==> config.mk <==
export PLATFORM = sky130hd
export DESIGN_NAME = ir_pulse_width_frame_decoder
export DESIGN_NICKNAME = d
export VERILOG_FILES = /design/src/irpw_pkg.sv /design/src/irpw_front.sv /design/src/irpw_queue.sv /design/src/irpw_frame.sv /design/src/ir_pulse_width_frame_decoder.sv
export VERILOG_INCLUDE_DIRS = /design/src /design/src/src
export SDC_FILE = /design/constraint.sdc
export NUM_CORES = 1
export LEC_CHECK = 0
export BUFFER_PORTS_ARGS = -buffer_cell sky130_fd_sc_hd__buf_4
export CORE_MARGIN = 1
export CORE_UTILIZATION = 35
export CTS_BUF_LIST = sky130_fd_sc_hd__clkbuf_8
export DETAILED_ROUTE_END_ITERATION = 6
export PLACE_DENSITY_LB_ADDON = 0.08
export SYNTH_ARGS = -nofsm -noshare
export SYNTH_HDL_FRONTEND = slang
export SYNTH_SLANG_ARGS = --single-unit
==> constraint.sdc <==
create_clock -name clock -period 7.9 [get_ports clock]
set_clock_uncertainty 0.2 [all_clocks]
set_input_delay 0.395 -clock clock [delete_from_list [all_inputs] [get_ports clock]]
set_output_delay 0.395 -clock clock [all_outputs]
set_load 0.1 [all_outputs]
==> src/assert_macros.svh <==
// Assertion macros used by the top-level RTL file of the infrared frame decoder.
`ifndef ASSERT_MACROS_SVH
`define ASSERT_MACROS_SVH

`ifndef SYNTHESIS

// Same-cycle implication, checked at every rising clock edge outside reset.
`define ASSERT_IMPLIES(label, clk, rst, ante, cons) \
   label: assert property (@(posedge clk) disable iff (rst) (ante) |-> (cons)) \
      else $error("implication check failed");

// Next-cycle implication, checked at every rising clock edge outside reset.
`define ASSERT_NEXT(label, clk, rst, ante, cons) \
   label: assert property (@(posedge clk) disable iff (rst) (ante) |=> (cons)) \
      else $error("next-cycle check failed");

`else

`define ASSERT_IMPLIES(label, clk, rst, ante, cons)
`define ASSERT_NEXT(label, clk, rst, ante, cons)

`endif

`endif

==> src/irpw_pkg.sv <==
// Shared types, constants and reset values of the infrared frame decoder.
package irpw_pkg;

   localparam int DURATION_BITS = 8;
   localparam int CFG_BITS      = 8;
   localparam int CMP_BITS      = (DURATION_BITS > CFG_BITS) ? DURATION_BITS : CFG_BITS;
   localparam int FRAME_BITS    = 32;
   localparam int BITS_W        = $clog2(FRAME_BITS + 1);
   localparam int BYTE_BITS     = 8;
   localparam int QUEUE_DEPTH   = 2;
   localparam int QPTR_W        = $clog2(QUEUE_DEPTH);
   localparam int QCNT_W        = $clog2(QUEUE_DEPTH + 1);
   localparam int CSR_INDEX_W   = 3;

   localparam logic [CFG_BITS-1:0]  RESET_ZERO_MIN    = 8'd10;
   localparam logic [CFG_BITS-1:0]  RESET_ONE_MIN     = 8'd50;
   localparam logic [CFG_BITS-1:0]  RESET_REPEAT_MIN  = 8'd100;
   localparam logic [CFG_BITS-1:0]  RESET_LEAD_MIN    = 8'd200;
   localparam logic [CFG_BITS-1:0]  RESET_TIMEOUT     = 8'd250;
   localparam logic [BYTE_BITS-1:0] RESET_EXPECTED    = 8'd0;
   localparam logic [BYTE_BITS-1:0] REPEAT_SATURATE   = 8'hff;

   localparam logic KIND_FRAME  = 1'b0;
   localparam logic KIND_REPEAT = 1'b1;

   typedef enum logic [CSR_INDEX_W-1:0] {
      CSR_ZERO_MIN    = 3'd0,
      CSR_ONE_MIN     = 3'd1,
      CSR_REPEAT_MIN  = 3'd2,
      CSR_LEAD_MIN    = 3'd3,
      CSR_TIMEOUT     = 3'd4,
      CSR_ADDR_CHECK  = 3'd5,
      CSR_EXPECTED    = 3'd6
   } csr_index_type;

   typedef enum logic [2:0] {
      CLS_NOISE   = 3'd0,
      CLS_ZERO    = 3'd1,
      CLS_ONE     = 3'd2,
      CLS_REPEAT  = 3'd3,
      CLS_LEAD    = 3'd4,
      CLS_TIMEOUT = 3'd5
   } cls_type;

   typedef struct packed {
      logic [CFG_BITS-1:0]  zero_min;
      logic [CFG_BITS-1:0]  one_min;
      logic [CFG_BITS-1:0]  repeat_min;
      logic [CFG_BITS-1:0]  lead_min;
      logic [CFG_BITS-1:0]  timeout;
      logic                 addr_check;
      logic [BYTE_BITS-1:0] expected_addr;
   } cfg_type;

   typedef struct packed {
      logic    valid;
      cls_type cls;
   } q_head_type;

endpackage

==> src/irpw_front.sv <==
// Front end: sorts each incoming duration into a pulse class and queues it.
module irpw_front (
   input  logic                              req_valid,
   input  logic [irpw_pkg::DURATION_BITS-1:0] req_high_ticks,
   input  irpw_pkg::cfg_type                 cfg,
   input  logic                              q_full,
   output logic                              req_stall,
   output logic                              push,
   output irpw_pkg::cls_type                 push_cls
);
   import irpw_pkg::*;

   logic [CMP_BITS-1:0] dur;
   cls_type             cls;

   assign dur = CMP_BITS'(req_high_ticks);

   // First threshold that passes decides, longest class first.
   always_comb begin
      if (dur >= CMP_BITS'(cfg.timeout)) begin
         cls = CLS_TIMEOUT;
      end else if (dur >= CMP_BITS'(cfg.lead_min)) begin
         cls = CLS_LEAD;
      end else if (dur >= CMP_BITS'(cfg.repeat_min)) begin
         cls = CLS_REPEAT;
      end else if (dur >= CMP_BITS'(cfg.one_min)) begin
         cls = CLS_ONE;
      end else if (dur >= CMP_BITS'(cfg.zero_min)) begin
         cls = CLS_ZERO;
      end else begin
         cls = CLS_NOISE;
      end
   end

   assign req_stall = q_full;
   // Noise never changes state, so it is dropped here.
   assign push      = req_valid && !q_full && (cls != CLS_NOISE);
   assign push_cls  = cls;

endmodule

==> src/irpw_queue.sv <==
// Short queue of classified pulses between the front end and the frame engine.
module irpw_queue (
   input  logic                  clock,
   input  logic                  reset,
   input  logic                  push,
   input  irpw_pkg::cls_type     push_cls,
   input  logic                  pop,
   output irpw_pkg::q_head_type  head,
   output logic                  full
);
   import irpw_pkg::*;

   cls_type             mem [QUEUE_DEPTH];
   logic [QPTR_W-1:0]   wr_ptr_ff, wr_ptr_in;
   logic [QPTR_W-1:0]   rd_ptr_ff, rd_ptr_in;
   logic [QCNT_W-1:0]   count_ff, count_in;

   always_comb begin
      wr_ptr_in = wr_ptr_ff;
      rd_ptr_in = rd_ptr_ff;
      if (push) begin
         wr_ptr_in = (wr_ptr_ff == QPTR_W'(QUEUE_DEPTH - 1)) ? '0 : wr_ptr_ff + 1'b1;
      end
      if (pop) begin
         rd_ptr_in = (rd_ptr_ff == QPTR_W'(QUEUE_DEPTH - 1)) ? '0 : rd_ptr_ff + 1'b1;
      end
      count_in = count_ff + QCNT_W'(push) - QCNT_W'(pop);
   end

   always_ff @(posedge clock) begin
      if (reset) begin
         wr_ptr_ff <= '0;
         rd_ptr_ff <= '0;
         count_ff  <= '0;
      end else begin
         wr_ptr_ff <= wr_ptr_in;
         rd_ptr_ff <= rd_ptr_in;
         count_ff  <= count_in;
      end
   end

   always_ff @(posedge clock) begin
      if (push) begin
         mem[wr_ptr_ff] <= push_cls;
      end
   end

   assign head.valid = (count_ff != '0);
   assign head.cls   = mem[rd_ptr_ff];
   assign full       = (count_ff == QCNT_W'(QUEUE_DEPTH));

endmodule

==> src/irpw_frame.sv <==
// Back end: assembles frames from queued pulses and holds the result word.
module irpw_frame (
   input  logic                                clock,
   input  logic                                reset,
   input  irpw_pkg::cfg_type                   cfg,
   input  irpw_pkg::q_head_type                head,
   output logic                                pop,
   output logic                                rsp_valid,
   input  logic                                rsp_stall,
   output logic                                rsp_result_kind,
   output logic [irpw_pkg::FRAME_BITS-1:0]     rsp_frame_word,
   output logic [irpw_pkg::BYTE_BITS-1:0]      rsp_address_byte,
   output logic [irpw_pkg::BYTE_BITS-1:0]      rsp_key_code,
   output logic                                rsp_frame_ok,
   output logic [irpw_pkg::BYTE_BITS-1:0]      rsp_repeat_count
);
   import irpw_pkg::*;

   logic [FRAME_BITS-1:0] shift_ff, shift_in;
   logic [BITS_W-1:0]     bits_ff, bits_in;
   logic                  in_frame_ff, in_frame_in;
   logic [BYTE_BITS-1:0]  repeats_ff, repeats_in;
   logic                  rsp_valid_ff, rsp_valid_in;

   logic                  kind_ff, kind_in;
   logic [FRAME_BITS-1:0] word_ff, word_in;
   logic [BYTE_BITS-1:0]  addr_ff, addr_in;
   logic [BYTE_BITS-1:0]  key_ff, key_in;
   logic                  ok_ff, ok_in;
   logic [BYTE_BITS-1:0]  count_ff, count_in;

   logic                  out_free;
   logic                  load;
   logic [FRAME_BITS-1:0] shift_next;
   logic [BYTE_BITS-1:0]  b0, b1, b2, b3;
   logic                  frame_good;

   assign out_free = !rsp_valid_ff || !rsp_stall;
   assign pop      = head.valid && out_free;

   assign shift_next = {shift_ff[FRAME_BITS-2:0], (head.cls == CLS_ONE)};
   assign b0 = shift_next[31:24];
   assign b1 = shift_next[23:16];
   assign b2 = shift_next[15:8];
   assign b3 = shift_next[7:0];
   assign frame_good = (b0 == ~b1) && (b2 == ~b3) &&
                       (!cfg.addr_check || (b0 == cfg.expected_addr));

   always_comb begin
      shift_in    = shift_ff;
      bits_in     = bits_ff;
      in_frame_in = in_frame_ff;
      repeats_in  = repeats_ff;
      load        = 1'b0;
      kind_in     = kind_ff;
      word_in     = word_ff;
      addr_in     = addr_ff;
      key_in      = key_ff;
      ok_in       = ok_ff;
      count_in    = count_ff;
      if (pop) begin
         case (head.cls)
            CLS_TIMEOUT: begin
               in_frame_in = 1'b0;
               bits_in     = '0;
            end
            CLS_LEAD: begin
               shift_in    = '0;
               bits_in     = '0;
               repeats_in  = '0;
               in_frame_in = 1'b1;
            end
            CLS_REPEAT: begin
               if (repeats_ff != REPEAT_SATURATE) begin
                  repeats_in = repeats_ff + 1'b1;
               end
               load     = 1'b1;
               kind_in  = KIND_REPEAT;
               word_in  = '0;
               addr_in  = '0;
               key_in   = '0;
               ok_in    = 1'b0;
               count_in = repeats_in;
            end
            CLS_ZERO, CLS_ONE: begin
               if (in_frame_ff) begin
                  shift_in = shift_next;
                  if (bits_ff == BITS_W'(FRAME_BITS - 1)) begin
                     // Last bit of the frame: report it and drop back to idle.
                     bits_in     = '0;
                     in_frame_in = 1'b0;
                     load        = 1'b1;
                     kind_in     = KIND_FRAME;
                     word_in     = shift_next;
                     addr_in     = b0;
                     key_in      = frame_good ? b2 : '0;
                     ok_in       = frame_good;
                     count_in    = repeats_ff;
                  end else begin
                     bits_in = bits_ff + 1'b1;
                  end
               end
            end
            default: begin
            end
         endcase
      end
      rsp_valid_in = load || (rsp_valid_ff && rsp_stall);
   end

   always_ff @(posedge clock) begin
      if (reset) begin
         shift_ff     <= '0;
         bits_ff      <= '0;
         in_frame_ff  <= 1'b0;
         repeats_ff   <= '0;
         rsp_valid_ff <= 1'b0;
      end else begin
         shift_ff     <= shift_in;
         bits_ff      <= bits_in;
         in_frame_ff  <= in_frame_in;
         repeats_ff   <= repeats_in;
         rsp_valid_ff <= rsp_valid_in;
      end
   end

   always_ff @(posedge clock) begin
      if (load) begin
         kind_ff  <= kind_in;
         word_ff  <= word_in;
         addr_ff  <= addr_in;
         key_ff   <= key_in;
         ok_ff    <= ok_in;
         count_ff <= count_in;
      end
   end

   assign rsp_valid        = rsp_valid_ff;
   assign rsp_result_kind  = kind_ff;
   assign rsp_frame_word   = word_ff;
   assign rsp_address_byte = addr_ff;
   assign rsp_key_code     = key_ff;
   assign rsp_frame_ok     = ok_ff;
   assign rsp_repeat_count = count_ff;

endmodule

==> src/ir_pulse_width_frame_decoder.sv <==
// Top level of the pulse-width infrared remote frame decoder.
//
// This block decodes remote-control frames of the common pulse-distance
// format from a stream of measured high-level durations, one duration per
// input word. Each duration is compared against five programmable thresholds
// and sorted into noise, zero bit, one bit, repeat code, lead pulse or
// timeout; noise is dropped. A lead pulse opens a frame, thirty-two data bits
// follow with the first bit landing in the most significant position, and the
// thirty-second bit produces one frame word carrying the raw frame, the
// address byte, the key byte and a validity flag from the two byte-complement
// checks plus the optional address match. A repeat code produces a repeat
// word with a saturating count of repeats since the last lead pulse. The
// block takes one duration word per clock cycle while the queue has room:
// the classifier feeds a two-entry queue and the frame engine drains one
// entry per cycle into a single output register while it is free, and
// req_stall rises only when the queue is full because the output side has
// been stalling. The thresholds and address settings are written through
// the csr port, which is always ready, and must only be changed while no
// words are in flight.
`include "assert_macros.svh"

module ir_pulse_width_frame_decoder (
   input  logic                                 clock,
   input  logic                                 reset,
   input  logic                                 req_valid,
   output logic                                 req_stall,
   input  logic [irpw_pkg::DURATION_BITS-1:0]   req_high_ticks,
   output logic                                 rsp_valid,
   input  logic                                 rsp_stall,
   output logic                                 rsp_result_kind,
   output logic [irpw_pkg::FRAME_BITS-1:0]      rsp_frame_word,
   output logic [irpw_pkg::BYTE_BITS-1:0]       rsp_address_byte,
   output logic [irpw_pkg::BYTE_BITS-1:0]       rsp_key_code,
   output logic                                 rsp_frame_ok,
   output logic [irpw_pkg::BYTE_BITS-1:0]       rsp_repeat_count,
   input  logic                                 csr_valid,
   output logic                                 csr_ready,
   input  logic [irpw_pkg::CSR_INDEX_W-1:0]     csr_index,
   input  logic [irpw_pkg::CFG_BITS-1:0]        csr_data
);
   import irpw_pkg::*;

   cfg_type    cfg_ff, cfg_in;
   logic       q_push;
   cls_type    q_push_cls;
   logic       q_pop;
   logic       q_full;
   q_head_type q_head;

   // Terms used by the checks at the end of the module.
   logic       rsp_is_repeat;
   logic       rsp_blank;
   logic       rsp_is_good;
   logic       out_blocked;

   // Configuration registers. Writes to indexes past the list are ignored.
   assign csr_ready = 1'b1;

   always_comb begin
      cfg_in = cfg_ff;
      if (csr_valid && csr_ready) begin
         case (csr_index)
            CSR_ZERO_MIN:   cfg_in.zero_min      = csr_data;
            CSR_ONE_MIN:    cfg_in.one_min       = csr_data;
            CSR_REPEAT_MIN: cfg_in.repeat_min    = csr_data;
            CSR_LEAD_MIN:   cfg_in.lead_min      = csr_data;
            CSR_TIMEOUT:    cfg_in.timeout       = csr_data;
            CSR_ADDR_CHECK: cfg_in.addr_check    = csr_data[0];
            CSR_EXPECTED:   cfg_in.expected_addr = csr_data;
            default: begin
            end
         endcase
      end
   end

   always_ff @(posedge clock) begin
      if (reset) begin
         cfg_ff.zero_min      <= RESET_ZERO_MIN;
         cfg_ff.one_min       <= RESET_ONE_MIN;
         cfg_ff.repeat_min    <= RESET_REPEAT_MIN;
         cfg_ff.lead_min      <= RESET_LEAD_MIN;
         cfg_ff.timeout       <= RESET_TIMEOUT;
         cfg_ff.addr_check    <= 1'b0;
         cfg_ff.expected_addr <= RESET_EXPECTED;
      end else begin
         cfg_ff <= cfg_in;
      end
   end

   // The classifier accepts a word whenever the queue has room.
   irpw_front u_front (
      .req_valid      (req_valid),
      .req_high_ticks (req_high_ticks),
      .cfg            (cfg_ff),
      .q_full         (q_full),
      .req_stall      (req_stall),
      .push           (q_push),
      .push_cls       (q_push_cls)
   );

   // The queue lets the classifier keep running while the output is stalled.
   irpw_queue u_queue (
      .clock    (clock),
      .reset    (reset),
      .push     (q_push),
      .push_cls (q_push_cls),
      .pop      (q_pop),
      .head     (q_head),
      .full     (q_full)
   );

   // The frame engine owns all decoder state and the output register.
   irpw_frame u_frame (
      .clock            (clock),
      .reset            (reset),
      .cfg              (cfg_ff),
      .head             (q_head),
      .pop              (q_pop),
      .rsp_valid        (rsp_valid),
      .rsp_stall        (rsp_stall),
      .rsp_result_kind  (rsp_result_kind),
      .rsp_frame_word   (rsp_frame_word),
      .rsp_address_byte (rsp_address_byte),
      .rsp_key_code     (rsp_key_code),
      .rsp_frame_ok     (rsp_frame_ok),
      .rsp_repeat_count (rsp_repeat_count)
   );

   assign rsp_is_repeat = rsp_valid && (rsp_result_kind == KIND_REPEAT);
   assign rsp_blank     = (rsp_frame_word == '0) && !rsp_frame_ok;
   assign rsp_is_good   = rsp_valid && rsp_frame_ok;
   assign out_blocked   = q_full && rsp_valid && rsp_stall && !req_valid;

   // The engine must never pop an empty queue.
   `ASSERT_IMPLIES(a_pop_nonempty, clock, reset, q_pop, q_head.valid)
   // A repeat word carries no frame content.
   `ASSERT_IMPLIES(a_repeat_clean, clock, reset, rsp_is_repeat, rsp_blank)
   // A valid frame reports the key byte taken from its own frame word.
   `ASSERT_IMPLIES(a_key_matches, clock, reset, rsp_is_good, rsp_key_code == rsp_frame_word[15:8])
   // A full queue with a stalled output cannot drain in the next cycle.
   `ASSERT_NEXT(a_full_holds, clock, reset, out_blocked, q_head.valid)

endmodule

==> reports/results.ini <==
[setup_path]
critPathLaunchType = register
path_buf_inv = 1
path_delay_family = simple AND/OR/NAND/NOR gates
critPathKind = reg -> reg
worst_path_max_delay_cell = dfxtp_1
crit_arrival_ps = 2990
critical_path_required_ps = 7790
end_kind = register
cp_max_fo = 42
max_stage_delay_ps = 530
path_cells = mux2i_4, xnor2_1, nor2_2, nand4_1, nand2_2, buf_4

[pwr]
pwr_density_cell_nw_per_um2 = 264
p_clk_frac = 0.291
seqPwrFrac = 0.408
finalPower_uw = 2290
power.net_switching_uw = 901
pwr-share-comb = 0.301
p_leak_uw = 0.00348
vdd_drop_max_mv = 0.103
netSwitchingFraction = 0.394
p_int_uw = 1390

[sta]
finalSetupViolCount = 0
rsz0062_at_grt = no
period_needed_ps = 3100
worst_slew_pin_slew_ps = 1100
fmax_mhz = 322
slew-limit-headroom = 0.265
tns_ps = 0
fin_crit_sh = 0.393
hold_viol_final = 0
finalMaxSlewViolations = 0

[min_path]
hold_class = in -> reg

[floorplanning]
die_w_um = 148
boundaryPins = 85
start_util = 0.362
fp.dieH_um = 148
rows = 52
fp.coreArea_sq_um = 20500
die_area_sq_um = 21800

[routing]
ant_nets = 0
routed_via_density = 4.96
wire_per_inst_um = 15.4
drtPass1Iterations = 4
drc_errors = 0
drtIter0Drc = 290
wl_um = 17400
vias = 5628

[finish]
fin_cells = 1135
antenna_cells = 0
final_common_cell = nand2_1
n_fill_cell = 2061
multiInputGateArea_sq_um = 3330
fin_nets = 920
design_area_sq_um = 8660
areaGrowthSynthToFinish_pct = 16.6
drive_gt1_frac = 0.155
register_area_sq_um = 3700
final_util = 0.423
mostFrequentLayoutCells = 138 x nand2_1, 101 x dfxtp_1, 88 x buf_4

[synth]
postSynthCellCount = 785
yosys_warnings = 0
synth_cell_types = 57
avgSynthCellArea_sq_um = 9.46
synth_area_sq_um = 7420
synth_nets = 853
seq_area_frac_synth = 0.499
synth_edf_count = 56
synth-seq-cells = 157
async_flop_share = 0
ys.flop_type = dfxtp_1

[global_route]
grt_max_degree = 102
grt.busiest_layer = met2
grtUsageMet3 = 0.0262
grt_pass1_wl_um = 27900
grt_overflow = 0
gr-usage-met2 = 0.273
grt_pass1_vias = 5388
grt_usage = 0.165
grtUsageMet1 = 0.215
antenna_found_initial = 0

[cts]
cts_sinks = 157
cts_resized = 0
clkLatencyLatePin_ps = 450
post_cts_buffers = 0
path_clk_slew_ps = 100
cts-htree-levels = 4
root_buffer = clkbuf_8
clockBufferDepth = 2
cts_tree = built
cts_made_buffers = 17

[place]
io_buffer_count = 83
placed_cells = 1100
dpl.hpwl_um = 12300
gp_congestion = 0.807
dpl_cell_area_sq_um = 8200

[run_status]
status = finished, final reports clean

[run]
cap_violations = 0

## flip-flops by register name, summed over array words and instances (netlist names), 6 cells and up, named ones only
| register | cells |
|---|---|
| cfg_ff | 49 |
| u_frame.rsp_key_code | 8 |
| u_frame.rsp_repeat_count | 8 |
| u_frame.rsp_frame_word | 31 |
| u_queue.mem | 6 |
| u_frame.shift_ff | 31 |
| u_frame.bits_ff | 6 |
| u_frame.repeats_ff | 8 |
## final timing paths
path	slack (ps)	cells after the start	end	from
worst max-delay path	4800	6	u_frame.rsp_frame_word[4]	register
worst min-delay path	30	3	cfg_ff[35]	csr_data[2]
worst max register to register	4800	6	u_frame.rsp_frame_word[4]	register
worst min register to register	260	2	cfg_ff[18]	cfg_ff[18]
## cell usage after synthesis, types with 3 or more instances
library cell / count / area (sq um)
inv_1: 43 / 161
nand3b_1: 3 / 22.5
nand2_1: 139 / 522
nor3_1: 8 / 40.0
xor2_1: 10 / 87.6
nor4_1: 6 / 37.5
a21oi_1: 80 / 400
nand4_1: 3 / 18.8
dfxtp_1: 101 / 2020
a21o_1: 5 / 37.5
and3_1: 39 / 244
a31oi_1: 4 / 25.0
a211o_1: 14 / 123
nand2b_1: 9 / 56.3
xnor2_1: 22 / 193
o31ai_1: 4 / 30.0
mux2i_1: 10 / 100
clkbuf_1: 25 / 93.8
ha_1: 44 / 551
nor2b_1: 7 / 43.8
and2_1: 12 / 75.1
edfxtp_1: 56 / 1680
nand3_1: 13 / 65.1
buf_4: 12 / 90.1
mux2_2: 3 / 33.8
nor2_1: 52 / 195
buf_2: 4 / 20.0
o21ai_0: 18 / 90.1
a22oi_1: 3 / 22.5
## power by group through the flow
| stage | sequential, uW | combinational (uW) | clock [uW] |
|---|---|---|---|
| 6_report | 935 | 688 | 665 |
| 5_1_grt | 943 | 736 | 714 |
| 4_1_cts | 936 | 693 | 684 |
| 3_5_place_dp | 954 | 691 | 0 |
| 3_3_place_gp | 953 | 685 | 0 |
| 2_1_floorplan | 1170 | 328 | 0 |
## cell families (layout without fill, tap and decap cells)
group | Yosys count | in the layout | synth area share
simple gates | 300 | 300 | 0.188
flops | 157 | 157 | 0.499
compound gates | 146 | 146 | 0.121
buf+inv | 88 | 168 | 0.0533
fa+ha+maj | 44 | 44 | 0.0741
xor+xnor | 33 | 33 | 0.0399
mux | 16 | 16 | 0.0248
other cells | 1 | 1 | 0.000505
## repair_timing
action / CTS / global route
hold buffers: 2 / 1
endpoints found under the hold margin: 5 / 1
endpoints found under the setup margin: 0 / 0
## cell type report
| cell class | count | share of cell area |
|---|---|---|
| Inverter | 45 | 0.0195 |
| Clock inverter | 15 | 0.0227 |
| Tap cell | 270 | 0.0390 |
| Timing Repair Buffer | 91 | 0.0798 |
| Clock buffer | 17 | 0.0270 |
| Sequential cell | 157 | 0.428 |
| Multi-Input combinational cell | 540 | 0.384 |
## worst register-to-register path, delay by kind of cell (launching register included)
family | cells | cell delay, ps
flip-flops | 1 | 530
buffers and inverters | 1 | 490
AND/OR/NAND/NOR | 3 | 920
XOR/XNOR | 1 | 150
multiplexers | 1 | 430
## per-stage QoR
stage	hold slack, ps	setup slack (ps)
finish	32.6	4800
global placement	245	4780
floorplan	236	4500
detailed placement	248	4670
global route	5.86	4540
CTS	0.840	4740
## metal layers
metal,wire [um],up-vias
met4,180,0
met5,0,-
met3,722,14
met2,8330,141
li1,-,2840
met1,8210,2633
Power figures use the tool's default switching activity.
